File: src/hdl/jib_pkg.sv
// package of the integer bytecode unit: opcodes, codes, command structs and helpers
package jib_pkg;

  // default sizes of the operand stack and the local-variable file
  localparam int unsigned STACK_DEPTH_DEF = 16;
  localparam int unsigned LOCAL_COUNT_DEF = 16;

  // payload widths
  localparam int unsigned FUNC_W    = 8;
  localparam int unsigned INDEX_W   = 8;
  localparam int unsigned IMM_W     = 8;
  localparam int unsigned OFFSET_W  = 16;
  localparam int unsigned PC_W      = 16;
  localparam int unsigned WORD_W    = 32;
  localparam int unsigned COUNT_W   = 5;
  localparam int unsigned CMP_W     = 3;

  // opcode bytes, standard numbering
  localparam logic [FUNC_W-1:0] OP_ICONST_NEG = 8'h02;
  localparam logic [FUNC_W-1:0] OP_ICONST_5   = 8'h08;
  localparam logic [FUNC_W-1:0] OP_BIPUSH     = 8'h10;
  localparam logic [FUNC_W-1:0] OP_ILOAD_0    = 8'h1a;
  localparam logic [FUNC_W-1:0] OP_ILOAD_3    = 8'h1d;
  localparam logic [FUNC_W-1:0] OP_ISTORE_0   = 8'h3b;
  localparam logic [FUNC_W-1:0] OP_ISTORE_3   = 8'h3e;
  localparam logic [FUNC_W-1:0] OP_IADD       = 8'h60;
  localparam logic [FUNC_W-1:0] OP_ISUB       = 8'h64;
  localparam logic [FUNC_W-1:0] OP_IMUL       = 8'h68;
  localparam logic [FUNC_W-1:0] OP_ISHL       = 8'h78;
  localparam logic [FUNC_W-1:0] OP_ISHR       = 8'h7a;
  localparam logic [FUNC_W-1:0] OP_IINC       = 8'h84;
  localparam logic [FUNC_W-1:0] OP_IFEQ       = 8'h99;
  localparam logic [FUNC_W-1:0] OP_IFGE       = 8'h9c;
  localparam logic [FUNC_W-1:0] OP_IFLE       = 8'h9e;
  localparam logic [FUNC_W-1:0] OP_IF_ICMPEQ  = 8'h9f;
  localparam logic [FUNC_W-1:0] OP_IF_ICMPLT  = 8'ha1;
  localparam logic [FUNC_W-1:0] OP_IF_ICMPLE  = 8'ha4;
  localparam logic [FUNC_W-1:0] OP_GOTO       = 8'ha7;
  localparam logic [FUNC_W-1:0] OP_IRETURN    = 8'hac;
  localparam logic [FUNC_W-1:0] OP_RETURN     = 8'hb1;
  localparam logic [FUNC_W-1:0] OP_GETSTATIC  = 8'hb2;

  // instruction lengths in bytes
  localparam logic [PC_W-1:0] LEN_SHORT  = 16'd1;
  localparam logic [PC_W-1:0] LEN_BYTE   = 16'd2;
  localparam logic [PC_W-1:0] LEN_WIDE   = 16'd3;

  // the first constant opcode pushes -1, so the pushed value is the opcode less this bias
  localparam logic [WORD_W-1:0] ICONST_BIAS = 32'd3;

  // comparison kinds, in opcode order
  localparam logic [CMP_W-1:0] CMP_EQ = 3'd0;
  localparam logic [CMP_W-1:0] CMP_NE = 3'd1;
  localparam logic [CMP_W-1:0] CMP_LT = 3'd2;
  localparam logic [CMP_W-1:0] CMP_GE = 3'd3;
  localparam logic [CMP_W-1:0] CMP_GT = 3'd4;
  localparam logic [CMP_W-1:0] CMP_LE = 3'd5;

  // result status
  typedef enum logic [1:0] {
    ST_OK        = 2'd0,
    ST_UNDERFLOW = 2'd1,
    ST_OVERFLOW  = 2'd2,
    ST_BAD_LOCAL = 2'd3
  } status_e;

  // stack movement of one instruction
  typedef enum logic [2:0] {
    SOP_NONE,
    SOP_PUSH,
    SOP_POP1,
    SOP_POP2_PUSH1,
    SOP_POP2
  } stk_op_e;

  typedef struct packed {
    stk_op_e             op;
    logic [WORD_W-1:0]   value;
  } stk_cmd_t;

  typedef struct packed {
    logic                en;
    logic [INDEX_W-1:0]  addr;
    logic [WORD_W-1:0]   data;
  } lv_wr_t;

  typedef struct packed {
    logic [PC_W-1:0]     next_pc;
    logic                branch_taken;
    logic                halted;
    status_e             status;
  } exec_res_t;

  // signed compare of two words
  function automatic logic cmp_f(input logic [CMP_W-1:0] kind,
                                 input logic signed [WORD_W-1:0] a,
                                 input logic signed [WORD_W-1:0] b);
    logic r;
    case (kind)
      CMP_EQ:  r = (a == b);
      CMP_NE:  r = (a != b);
      CMP_LT:  r = (a < b);
      CMP_GE:  r = (a >= b);
      CMP_GT:  r = (a > b);
      CMP_LE:  r = (a <= b);
      default: r = (a <= b);
    endcase
    return r;
  endfunction

endpackage

File: src/hdl/jib_ram.sv
// generic single-port-write ram with registered read
module jib_ram #(
  parameter int unsigned WIDTH = 32,
  parameter int unsigned DEPTH = 16
) (
  input  logic                     clk_i,
  input  logic                     we_i,
  input  logic [$clog2(DEPTH)-1:0] waddr_i,
  input  logic [WIDTH-1:0]         wdata_i,
  input  logic                     re_i,
  input  logic [$clog2(DEPTH)-1:0] raddr_i,
  output logic [WIDTH-1:0]         rdata_o
);

  logic [WIDTH-1:0] mem_q [DEPTH];
  logic [WIDTH-1:0] rdata_q;

  // write port
  always_ff @(posedge clk_i) begin
    if (we_i) begin
      mem_q[waddr_i] <= wdata_i;
    end
  end

  // registered read port
  always_ff @(posedge clk_i) begin
    if (re_i) begin
      rdata_q <= mem_q[raddr_i];
    end
  end

  assign rdata_o = rdata_q;

endmodule

File: src/hdl/jib_locals.sv
// local-variable file: ram, per-entry valid bits and write forwarding
module jib_locals import jib_pkg::*; #(
  parameter int unsigned LOCAL_COUNT = LOCAL_COUNT_DEF
) (
  input  logic                           clk_i,
  input  logic                           rst_ni,
  input  logic                           rd_en_i,
  input  logic [$clog2(LOCAL_COUNT)-1:0] rd_addr_i,
  input  logic                           wr_en_i,
  input  logic [$clog2(LOCAL_COUNT)-1:0] wr_addr_i,
  input  logic [WORD_W-1:0]              wr_data_i,
  output logic [WORD_W-1:0]              rd_data_o
);

  logic [LOCAL_COUNT-1:0] valid_q;
  logic                   fwd_q;
  logic                   vld_q;
  logic [WORD_W-1:0]      fwd_data_q;
  logic [WORD_W-1:0]      ram_rdata;
  logic                   hit;

  jib_ram #(
    .WIDTH (WORD_W),
    .DEPTH (LOCAL_COUNT)
  ) u_ram (
    .clk_i   (clk_i),
    .we_i    (wr_en_i),
    .waddr_i (wr_addr_i),
    .wdata_i (wr_data_i),
    .re_i    (rd_en_i),
    .raddr_i (rd_addr_i),
    .rdata_o (ram_rdata)
  );

  // a read in the same cycle as a write to the same entry sees the new word
  assign hit = wr_en_i && (wr_addr_i == rd_addr_i);

  // valid bits: an entry never written reads as zero
  always_ff @(posedge clk_i or negedge rst_ni) begin
    if (!rst_ni) begin
      valid_q <= '0;
    end else if (wr_en_i) begin
      valid_q[wr_addr_i] <= 1'b1;
    end
  end

  // read-side flags captured with the ram read
  always_ff @(posedge clk_i or negedge rst_ni) begin
    if (!rst_ni) begin
      fwd_q <= 1'b0;
      vld_q <= 1'b0;
    end else if (rd_en_i) begin
      fwd_q <= hit;
      vld_q <= valid_q[rd_addr_i];
    end
  end

  // forwarded word
  always_ff @(posedge clk_i) begin
    if (rd_en_i) begin
      fwd_data_q <= wr_data_i;
    end
  end

  assign rd_data_o = fwd_q ? fwd_data_q : (vld_q ? ram_rdata : '0);

endmodule

File: config.mk
export PLATFORM = sky130hd
export DESIGN_NAME = jib_locals
export DESIGN_NICKNAME = d
export VERILOG_FILES = /design/src/hdl/jib_pkg.sv /design/src/hdl/jib_ram.sv /design/src/hdl/jib_locals.sv
export SDC_FILE = /design/constraint.sdc
export NUM_CORES = 1
export LEC_CHECK = 0
export ABC_AREA = 1
export ABC_CLOCK_PERIOD_IN_PS = 1050
export BUFFER_PORTS_ARGS = -buffer_cell sky130_fd_sc_hd__buf_2
export CAP_MARGIN = 20
export CORE_ASPECT_RATIO = 1.5
export CORE_MARGIN = 2
export CORE_UTILIZATION = 40
export DETAILED_ROUTE_END_ITERATION = 16
export GPL_ROUTABILITY_DRIVEN = 0
export PLACE_DENSITY_LB_ADDON = 0.25
export SLEW_MARGIN = 5
export SYNTH_ARGS = -nofsm -noshare
export SYNTH_HDL_FRONTEND = slang
export SYNTH_SLANG_ARGS = --single-unit
File: constraint.sdc
create_clock -name clk_i -period 1.05 [get_ports clk_i]
set_input_delay 0.105 -clock clk_i [delete_from_list [all_inputs] [get_ports clk_i]]
set_output_delay 0.105 -clock clk_i [all_outputs]
set_load 0.01 [all_outputs]
Yosys cells after proc, flatten, opt, wreduce, memory -nomap -nowiden:

Memories as Yosys holds them, arrays and structs flattened. A register that Yosys moved wholly into a read port is not among the register bits.
Cells that the tools add are included.

* order comparisons: 3
* equality and inequality tests: 1
* muxes and demuxes: 8
* bitwise operators: 1
* reduce and logical (&&, ||, !) cells: 2

Operators by type and width (number)
* 32-bit 2-to-1 mux: 2
* 16-bit OR: 1
* 4-bit by 5-bit less-than comparator with 1-bit output (second input constant): 2
* 1-bit binary-select mux with 4-bit select: 1
* 1-bit demux with 4-bit select: 1
* 4-bit == test: 1
* 4-bit by 1-bit >= comparator with 1-bit output (second input constant): 1
* 1-bit 2-to-1 mux: 4
* 1-bit logical AND: 2

* register bits: 50
* bits in writable memories: 512
* output and inout port bits: 32
* logic and storage cells: 20
* memories kept: 1

Memory list
* u_ram.mem_q: depth 16, bits a word 32, read ports 1, clocked after memory_dff 1, write ports 1, RTL line jib_ram.sv:15 `logic [WIDTH-1:0] mem_q [DEPTH];`

Logic depth before layout (Yosys ltp):

Gate-level depths: netlist of the first run.

* depth in word-level cells: 5
* mapped depth: 13

Hierarchy:

From an unflattened synthesis of the first run, not the netlist that was laid out.

* cells, all modules: 2364
* area, all modules: 25345.6 sq um

By module, submodules not included
* jib_ram: instances 1, cells each 2120, area an instance 23050.9 sq um, seq. area each 16335.7 sq um
* jib_locals: instances 1, cells each 244, area an instance 2294.7 sq um, seq. area each 1411.4 sq um

Worst setup path after synthesis of the first run:

Ideal clock, no wire load.

* path type: input-to-reg
* start point: input wr_addr_i[3]
* end point: memory u_ram.mem_q[0][0], enable pin
* setup time: 0.422 ns
* arrival time: 1.692 ns
* data required time: 0.628 ns
* path slack: -1.064 ns
* stages on the path: 3
* buffers on the path: 0
* cell sequence: inv_1 > nand3_1 > nor2_1

RTL lines
* start, declared: RTL line jib_locals.sv:10 `input logic [$clog2(LOCAL_COUNT)-1:0] wr_addr_i,`
* end, declared: RTL line jib_ram.sv:15

No word-level cell before the write port.

Worst setup path in the final report of the first run:

* start point: register fwd_q
* end point: output rd_data_o[25]

* cells in the longest elaborated chain, start to end: 1

RTL lines
* start, declared: RTL line jib_locals.sv:16 `logic fwd_q;`
* start signal, assigned: RTL line jib_locals.sv:53 `fwd_q <= hit;`
* 32-bit 2-to-1 mux: RTL line jib_locals.sv:65 `assign rd_data_o = fwd_q ? fwd_data_q : (vld_q ? ram_rdata : '0);`
* end, declared: RTL line jib_locals.sv:12 `output logic [WORD_W-1:0] rd_data_o`

No other way between the ends.

==> results.md, run 1 <==
* Vias at 15.0k
* CTS Buffer Depth at 3
* Cell types with the largest area share after synthesis: sky130_fd_sc_hd__edfxtp_1, sky130_fd_sc_hd__nor2_1, sky130_fd_sc_hd__o211ai_1, sky130_fd_sc_hd__o21ai_0, sky130_fd_sc_hd__nand3_1
* Tightest hold margin at 26.7 ps
* Largest net degree at the start of global routing at 45
* Clk Tree Root Cell: sky130_fd_sc_hd__clkbuf_16
* Syn-to-layout area delta at 23.9%
* Vias in the first global route at 15.0k
* LEAKAGE at 0.00984 uW
* Violations in the final reports: negative setup slack
* Number of port buffers at 75
* Critical path buffers and inverters at 3
* Proportion of layout cells with a drive suffix above 1 at 21.4%
* First-iteration detailed-routing DRC count at 1198
* Combined area of all synthesized cells at 0.0234 mm2
* Wire length of the first global-routing pass at 93400 um
* Minimum clock period at 1790 ps
* Number of buffers created by CTS at 53
* CTS tree: yes
* Total cell area at the placement stage at 0.0264 mm2
* Simple-gate share of the synthesized area at 11.3%
* Max Cap Viol at 0
* Core area at 0.0578 mm2
* Count of endpoints failing hold in the final timing report at 0
* Ports placed on the boundary at 76
* Critical setup path kind: flip-flop to primary output
* Post-synth top area share at 74.0%
* Endpoint type of the worst setup path: primary output
* RSZ-0062 raised after global routing: yes
* Final period util at 170%
* Critical path, cell by cell: clkinv_4, buf_12, nand3_4, nand2_4, buf_6
* Register area share after synthesis at 75.9%
* GRT overflow at 0
* Outcome: finished, violations left
* WL final at 62400 um
* Worst hold-check path type: input pin to flip-flop
* Clock-pin transition on the worst setup and hold timing paths at 60 ps
* Syn nets at 1813
* Fmax at 559 MHz
* Max IR drop VDD at 1.12 mV
* Final-layout setup total negative slack at -24250 ps
* CP Launch Type: flip-flop
* Worst Setup Slack, final at -738 ps
* Number of failing setup endpoints in the final timing report at 65
* Final net count at 2029
* Total number of yosys warnings at 0
* Worst setup skew after layout at 14.4 ps
* Die Outline Area at 0.0604 mm2
* Number of distinct library cells after synthesis at 24
* Final count of pins violating max slew at 0
* Initial standard-cell utilization of the core at 40.4%
* Largest family of logic cells by synthesized area: simple AND/OR/NAND/NOR gates
* Router iterations before antenna repair at 5
* Fraction of synthesized cell area in xor and xnor cells at 0.0375%
* All-Layer GR Usage at 20.4%
* Dpl ws at -345 ps
* Number of synthesized register bits at 594
* Routed WL per cell at 22.3 um
* Post-detailed-route DRC marker count at 0
* Total number of H-tree levels at 2
* Cell area power density at 1740 mW/mm2
* Crit-path slowest cell: sky130_fd_sc_hd__dfrtp_2
* Initial antenna violation count at 2
* Number of sinks on the clock net at 594
* Die boundary width at 201 um
* Largest stage delay, worst path at 470 ps
* Library cell occupying the most area in the post-synthesis netlist: sky130_fd_sc_hd__edfxtp_1
* Family with the most delay on the worst path: flip-flops
* Worst Path Required at 940 ps
* Mapped Cells at 1769
* Source-to-sink clock delay at the later pin of the worst-skew pair at 590 ps
* Synthesized-area fraction occupied by ao, oa, aoi and oai cells at 9.71%
* Post-route design area at 0.0290 mm2
* Antenna Nets Post-Route at 0
* Worst Path Max Fanout at 5
* Post-synthesis adder-cell area fraction at 0%
* Slew at the pin with the worst max-slew slack at 468 ps
* Multiplexer fraction of the synthesized cell area at 0%
* Half-perimeter wire length after placement at 37600 um
* Arrival @ worst endpoint at 1680 ps
* DR vias/cell at 5.37
* Worst slew slack as a fraction of its limit at 68.8%
* Die height at 300 um
* Post-Synthesis Mean Instance Area at 13.2 um2
* Number of cell rows at 108
## metal layers
layer	track usage, %	wire, um	share of wire (%)	up-vias
li1	-	-	-	6915
met1	26.2	25900	42	7577
met2	35.9	31700	51	404
met3	2.02	2710	4.3	108
met4	7.62	2020	3.2	0
met5	0	0	0	-
## flip-flops by register name, indices dropped and copies added (netlist names)
| signal | cells |
|---|---|
| fwd_q | 1 |
| u_ram.mem_q | 512 |
| vld_q | 1 |
| fwd_data_q | 32 |
| u_ram.rdata_o | 32 |
| valid_q | 16 |
## cells in the mapped netlist
library cell	instances
sky130_fd_sc_hd__edfxtp_1	576
sky130_fd_sc_hd__nor2_1	401
sky130_fd_sc_hd__o21ai_0	185
sky130_fd_sc_hd__o211ai_1	128
sky130_fd_sc_hd__nand2_1	124
sky130_fd_sc_hd__nand3_1	112
sky130_fd_sc_hd__o21ai_1	73
sky130_fd_sc_hd__clkbuf_1	57
sky130_fd_sc_hd__buf_1	19
sky130_fd_sc_hd__dfrtp_1	18
sky130_fd_sc_hd__or2_2	16
sky130_fd_sc_hd__buf_2	13
sky130_fd_sc_hd__buf_6	13
sky130_fd_sc_hd__buf_4	11
sky130_fd_sc_hd__inv_1	8
sky130_fd_sc_hd__buf_8	4
sky130_fd_sc_hd__clkbuf_2	3
sky130_fd_sc_hd__o22ai_1	2
sky130_fd_sc_hd__a21oi_1	1
sky130_fd_sc_hd__buf_12	1
sky130_fd_sc_hd__clkinv_1	1
sky130_fd_sc_hd__inv_6	1
sky130_fd_sc_hd__nand4_1	1
sky130_fd_sc_hd__xnor2_1	1
## cell families (layout without fill, tap and decap cells)
logic type | Yosys count | after routing
DFF | 594 | 594
AOI/OAI and AO/OA | 389 | 389
and+or+nand+nor | 654 | 654
xor gates and xnor gates | 1 | 1
buffers and inverters | 131 | 385
other | 0 | 2
## final timing paths
kind,slack [ps],cells after the start,from,end
setup / recovery,-740,5,fwd_q,rd_data_o[25]
max in group asynchronous,670,2,rst_ni,vld_q
setup reg to reg,-110,6,u_ram.mem_q[5][4],u_ram.rdata_o[4]
min in group asynchronous,40,2,rst_ni,valid_q[2]
hold / removal,30,5,wr_addr_i[1],fwd_q
hold reg to reg,470,1,valid_q[6],valid_q[6]
## timing repair
| item | 4_1_cts | 5_1_grt |
|---|---|---|
| gates resized for setup | 46 | 86 |
| endpoints found under the setup margin | 65 | 66 |
| setup buffers | 5 | 1 |
| endpoints found under the hold margin | 568 | 0 |
| gates cloned | 1 | 2 |
| hold buffers | 34 | 0 |
| pin swaps | 132 | 81 |
## cell usage in the layout (no fill, tap or decap), types with 8 or more instances in the layout
master,synthesis,routed
sky130_fd_sc_hd__nand2_2,0,22
sky130_fd_sc_hd__clkbuf_16,0,56
sky130_fd_sc_hd__dlygate4sd3_1,0,34
sky130_fd_sc_hd__o211ai_1,128,128
sky130_fd_sc_hd__buf_12,1,77
sky130_fd_sc_hd__nor2_2,0,8
sky130_fd_sc_hd__nand3_1,112,79
sky130_fd_sc_hd__nand3_4,0,10
sky130_fd_sc_hd__buf_2,13,58
sky130_fd_sc_hd__nand3_2,0,23
sky130_fd_sc_hd__buf_6,13,19
sky130_fd_sc_hd__buf_4,11,92
sky130_fd_sc_hd__clkinv_1,1,10
sky130_fd_sc_hd__nand2_1,124,98
sky130_fd_sc_hd__or2_2,16,16
sky130_fd_sc_hd__o21ai_0,185,150
sky130_fd_sc_hd__dfrtp_1,18,16
sky130_fd_sc_hd__nor2_1,401,377
sky130_fd_sc_hd__edfxtp_1,576,576
sky130_fd_sc_hd__o21ai_1,73,107
sky130_fd_sc_hd__nor2_4,0,16
sky130_fd_sc_hd__clkinv_2,0,12
## metrics by stage
step	util [%]	cells	power [uW]
final	50.1	2795	50500
after global routing	50.1	2795	52100
after CTS	49.5	2792	50500
after detailed placement	45.7	2659	31500
after global placement	45.7	2659	31400
after floorplan	-	1769	29400
## power by group
part	internal (uW)	switching, uW
combinational	1750	2610
clock	10700	8400
sequential	26800	263
total	39200	11300
## layout make-up
| cell class | count | area, um2 |
|---|---|---|
| Tap cell | 770 | 963 |
| Antenna cell | 2 | 5.00 |
| Timing Repair Buffer | 282 | 3130 |
| Inverter | 10 | 57.6 |
| Sequential cell | 594 | 17700 |
| Clock buffer | 66 | 1450 |
| Multi-Input combinational cell | 1044 | 5390 |
| Clock inverter | 27 | 238 |
| Fill cell | 4985 | 28900 |
## worst register-to-register path, stage by stage, from the launching register on
cell,delay [ps]
sky130_fd_sc_hd__edfxtp_1,370
sky130_fd_sc_hd__nor2_1,130
sky130_fd_sc_hd__nor2_1,50
sky130_fd_sc_hd__o21ai_1,70
sky130_fd_sc_hd__o211ai_1,100
sky130_fd_sc_hd__nand3_1,120
sky130_fd_sc_hd__nand2_1,70
(Power assumes the default switching activity.)
==> run 2: changes to the inputs <==
--- a/config.mk
+++ b/config.mk
@@ -13,4 +13,5 @@
 export CORE_MARGIN = 2
 export CORE_UTILIZATION = 40
+export CTS_BUF_LIST = sky130_fd_sc_hd__clkbuf_4 sky130_fd_sc_hd__clkbuf_8
 export DETAILED_ROUTE_END_ITERATION = 16
 export GPL_ROUTABILITY_DRIVEN = 0
==> constraint.sdc (replaced) <==
create_clock -name clk_i -period 1.05 [get_ports clk_i]
set_input_delay 0.1575 -clock clk_i [delete_from_list [all_inputs] [get_ports clk_i]]
set_output_delay 0.1575 -clock clk_i [all_outputs]
set_load 0.02 [all_outputs]
==> run 2 against run 1 <==
The run still ends with negative setup slack left. Clock power is essentially flat. Critical path depth stayed put. Via count rose by 1.1%. First-iteration DRC count is 6.9% higher. Hold slack got worse by 22 ps. Sequential power barely moved. Critical path type unchanged. Critical endpoint is now rd_data_o[20].
==> results.md, run 2 (synthesized netlist as in run 1, its figures left out) <==
* Outcome: finished, violations left
* Violations in the final reports: negative setup slack
* CTS tree: yes
* Minimum clock period at 1880 ps (+89.2 ps)
* Final net count at 2046 (+0.84%)
* Worst Path Required at 890 ps (-50 ps)
* Number of failing setup endpoints in the final timing report at 64 (-1.5%)
* RR Endpoint: u_ram.rdata_o[11]
* Post-detailed-route DRC marker count at 0 (unchanged)
* Antenna Nets Post-Route at 0 (unchanged)
* DR vias/cell at 5.33 (-0.67%)
* LEAKAGE at 0.00983 uW (about the same)
* Max FFs per register at 512 (unchanged)
* WL final at 61700 um (-1.1%)
* Final period util at 179% (+8.5 points)
* Initial antenna violation count at 3 (+1)
* Arrival @ worst endpoint at 1720 ps (+40 ps)
* Die height at 300 um (unchanged)
* Core area at 0.0578 mm2 (unchanged)
* Routed WL per cell at 21.7 um (-2.9%)
* Number of port buffers at 75 (unchanged)
* First-iteration detailed-routing DRC count at 1281 (+6.9%)
* Wire length of the first global-routing pass at 92300 um (-1.2%)
* Crit path depth at 5 (unchanged)
* Critical path buffers and inverters at 3 (unchanged)
* Cell area power density at 1740 mW/mm2 (-0.12%)
* Worst hold-check path type: input pin to asynchronous set/reset pin
* Max IR drop VDD at 0.869 mV (-22%)
* Die Outline Area at 0.0604 mm2 (unchanged)
* Post-route design area at 0.0288 mm2 (-0.55%)
* GRT overflow at 0 (unchanged)
* Max Cap Viol at 0 (unchanged)
* Initial standard-cell utilization of the core at 40.4% (unchanged)
* Worst Setup Slack, final at -828 ps (-89.2 ps)
* Critical path, cell by cell: buf_12, clkbuf_16, nand2_1, nand2_1, buf_6
* Number of cell rows at 108 (unchanged)
* Largest stage delay, worst path at 440 ps (-30 ps)
* Register ranked first by flip-flop count: u_ram.mem_q
* Family with the most delay on the worst path: buffers and inverters
* Final count of pins violating max slew at 0 (unchanged)
* Total cell area at the placement stage at 0.0263 mm2 (-0.49%)
* Sum of internal, switching and leakage power at 50200 uW (-0.67%)
* Count of endpoints failing hold in the final timing report at 0 (unchanged)
* Total number of H-tree levels at 3 (+1)
* Endpoint type of the worst setup path: primary output
* Syn-to-layout area delta at 23.2%
* Clock-pin transition on the worst setup and hold timing paths at 70 ps (about the same)
* CTS Buffer Depth at 3 (unchanged)
* RSZ-0062 raised after global routing: yes
* Half-perimeter wire length after placement at 36900 um (-1.7%)
* Commonest cells after routing, fill and taps aside: sky130_fd_sc_hd__edfxtp_1, sky130_fd_sc_hd__nor2_1, sky130_fd_sc_hd__o21ai_0, sky130_fd_sc_hd__o211ai_1, sky130_fd_sc_hd__nand3_1
* Clk Tree Root Cell: sky130_fd_sc_hd__clkbuf_8
* Cell repeated most along the worst path: sky130_fd_sc_hd__nand2_1
* Setup bufs post-CTS at 0 (-5)
* Final-layout setup total negative slack at -27550 ps (-3300 ps)
* Worst Path Max Fanout at 9 (+4)
* Number of sinks on the clock net at 594 (unchanged)
* Fmax at 533 MHz (-4.8%)
* Path depth of the worst reg2reg path at 6 (unchanged)
* Critical setup path kind: flip-flop to primary output
* Vias in the first global route at 15.4k (+2.3%)
* Most common library cell in the layout ignoring fill and taps: sky130_fd_sc_hd__edfxtp_1
* Router iterations before antenna repair at 5 (unchanged)
* All-Layer GR Usage at 20.2% (-0.21 points)
* Worst r2r src: u_ram.mem_q[9][11]
* Source-to-sink clock delay at the later pin of the worst-skew pair at 660 ps (+70 ps)
* Number of buffers created by CTS at 88 (+66%)
* Setup slack of the most critical reg-to-reg path at -160 ps (-50 ps)
* Largest net degree at the start of global routing at 75 (+67%)
* Slew at the pin with the worst max-slew slack at 424 ps (-44.0 ps)
* Worst setup skew after layout at 23.3 ps (+8.88 ps)
* Worst slew slack as a fraction of its limit at 71.7% (+2.9 points)
* Ports placed on the boundary at 76 (unchanged)
* Proportion of layout cells with a drive suffix above 1 at 22.1% (+0.77 points)
* Die boundary width at 201 um (unchanged)
* Vias at 15.2k (+1.1%)
* CP Launch Type: flip-flop
* Crit-path slowest cell: sky130_fd_sc_hd__dfrtp_2
run 2: cell types whose count changed in the layout (fill, tap and decap cells not counted), moves of 13 or more:
| cell | before | now |
|---|---|---|
| sky130_fd_sc_hd__buf_4 | 92 | 79 |
| sky130_fd_sc_hd__nand3_1 | 79 | 107 |
| sky130_fd_sc_hd__nand3_2 | 23 | 1 |
| sky130_fd_sc_hd__clkbuf_16 | 56 | 2 |
| sky130_fd_sc_hd__clkinv_1 | 10 | 26 |
| sky130_fd_sc_hd__clkbuf_8 | 5 | 90 |
| sky130_fd_sc_hd__buf_2 | 58 | 43 |
| sky130_fd_sc_hd__nand2_2 | 22 | 35 |
| sky130_fd_sc_hd__clkbuf_4 | 0 | 23 |
run 2: final cells by class:
class	instances	area [um2]
antenna	1	2.50
clock buffer	113	1410
clock inverter	50	362
fill	5037	29000
inverter	10	57.6
multi-input combinational	1044	5230
sequential	594	17700
tap	770	963
timing repair buffer	264	3040
run 2: layer usage:
layer | GRT usage, % | vias up | wire [um]
met4 | 7.42 | 2 | 1780
met3 | 2.92 | 116 | 3070
met2 | 35.0 | 499 | 31300
met1 | 25.9 | 7599 | 25500
li1 | - | 6960 | -
met5 | 0 | - | 11
run 2: worst max path at each step:
| stage | start | end |
|---|---|---|
| after floorplan | wr_addr_i[3] | u_ram.mem_q[0][0] |
| after global placement | wr_addr_i[3] | u_ram.mem_q[12][26] |
| after detailed placement | wr_addr_i[3] | u_ram.mem_q[12][24] |
| after CTS | fwd_q | rd_data_o[26] |
| after global routing | fwd_q | rd_data_o[16] |
| final | fwd_q | rd_data_o[20] |
run 2: what timing repair did:
item / 4_1_cts / 5_1_grt
endpoints found under the hold margin: 593 / 0
pin swaps: 112 / 62
resized for setup: 87 / 54
endpoints found under the setup margin: 64 / 65
gates cloned: 0 / 2
hold buffers: 35 / 0
run 2: report_power, final:
part | total (uW) | switching, uW | leakage [uW] | internal, uW
clock network | 18800 | 8860 | 0.000934 | 9910
logic | 4340 | 2650 | 0.00346 | 1690
registers | 27000 | 253 | 0.00544 | 26800
run 2: worst reg2reg max path: cells and delay by family (launching register included):
kind            cells  cell delay (ps)
flops               1              370
simple gates        4              350
compound gates      2              240
run 2: per-stage QoR:
stage / hold slack, ps / setup WS [ps] / std cells / utilization [%]
floorplan: -138 / -279 / 1769 / -
global placement: 128 / -470 / 2645 / 45.5
detailed placement: 125 / -507 / 2645 / 45.5
CTS: 2.46 / -857 / 2843 / 49.5
global route: 60.0 / -883 / 2846 / 49.8
finish: 4.27 / -828 / 2846 / 49.8
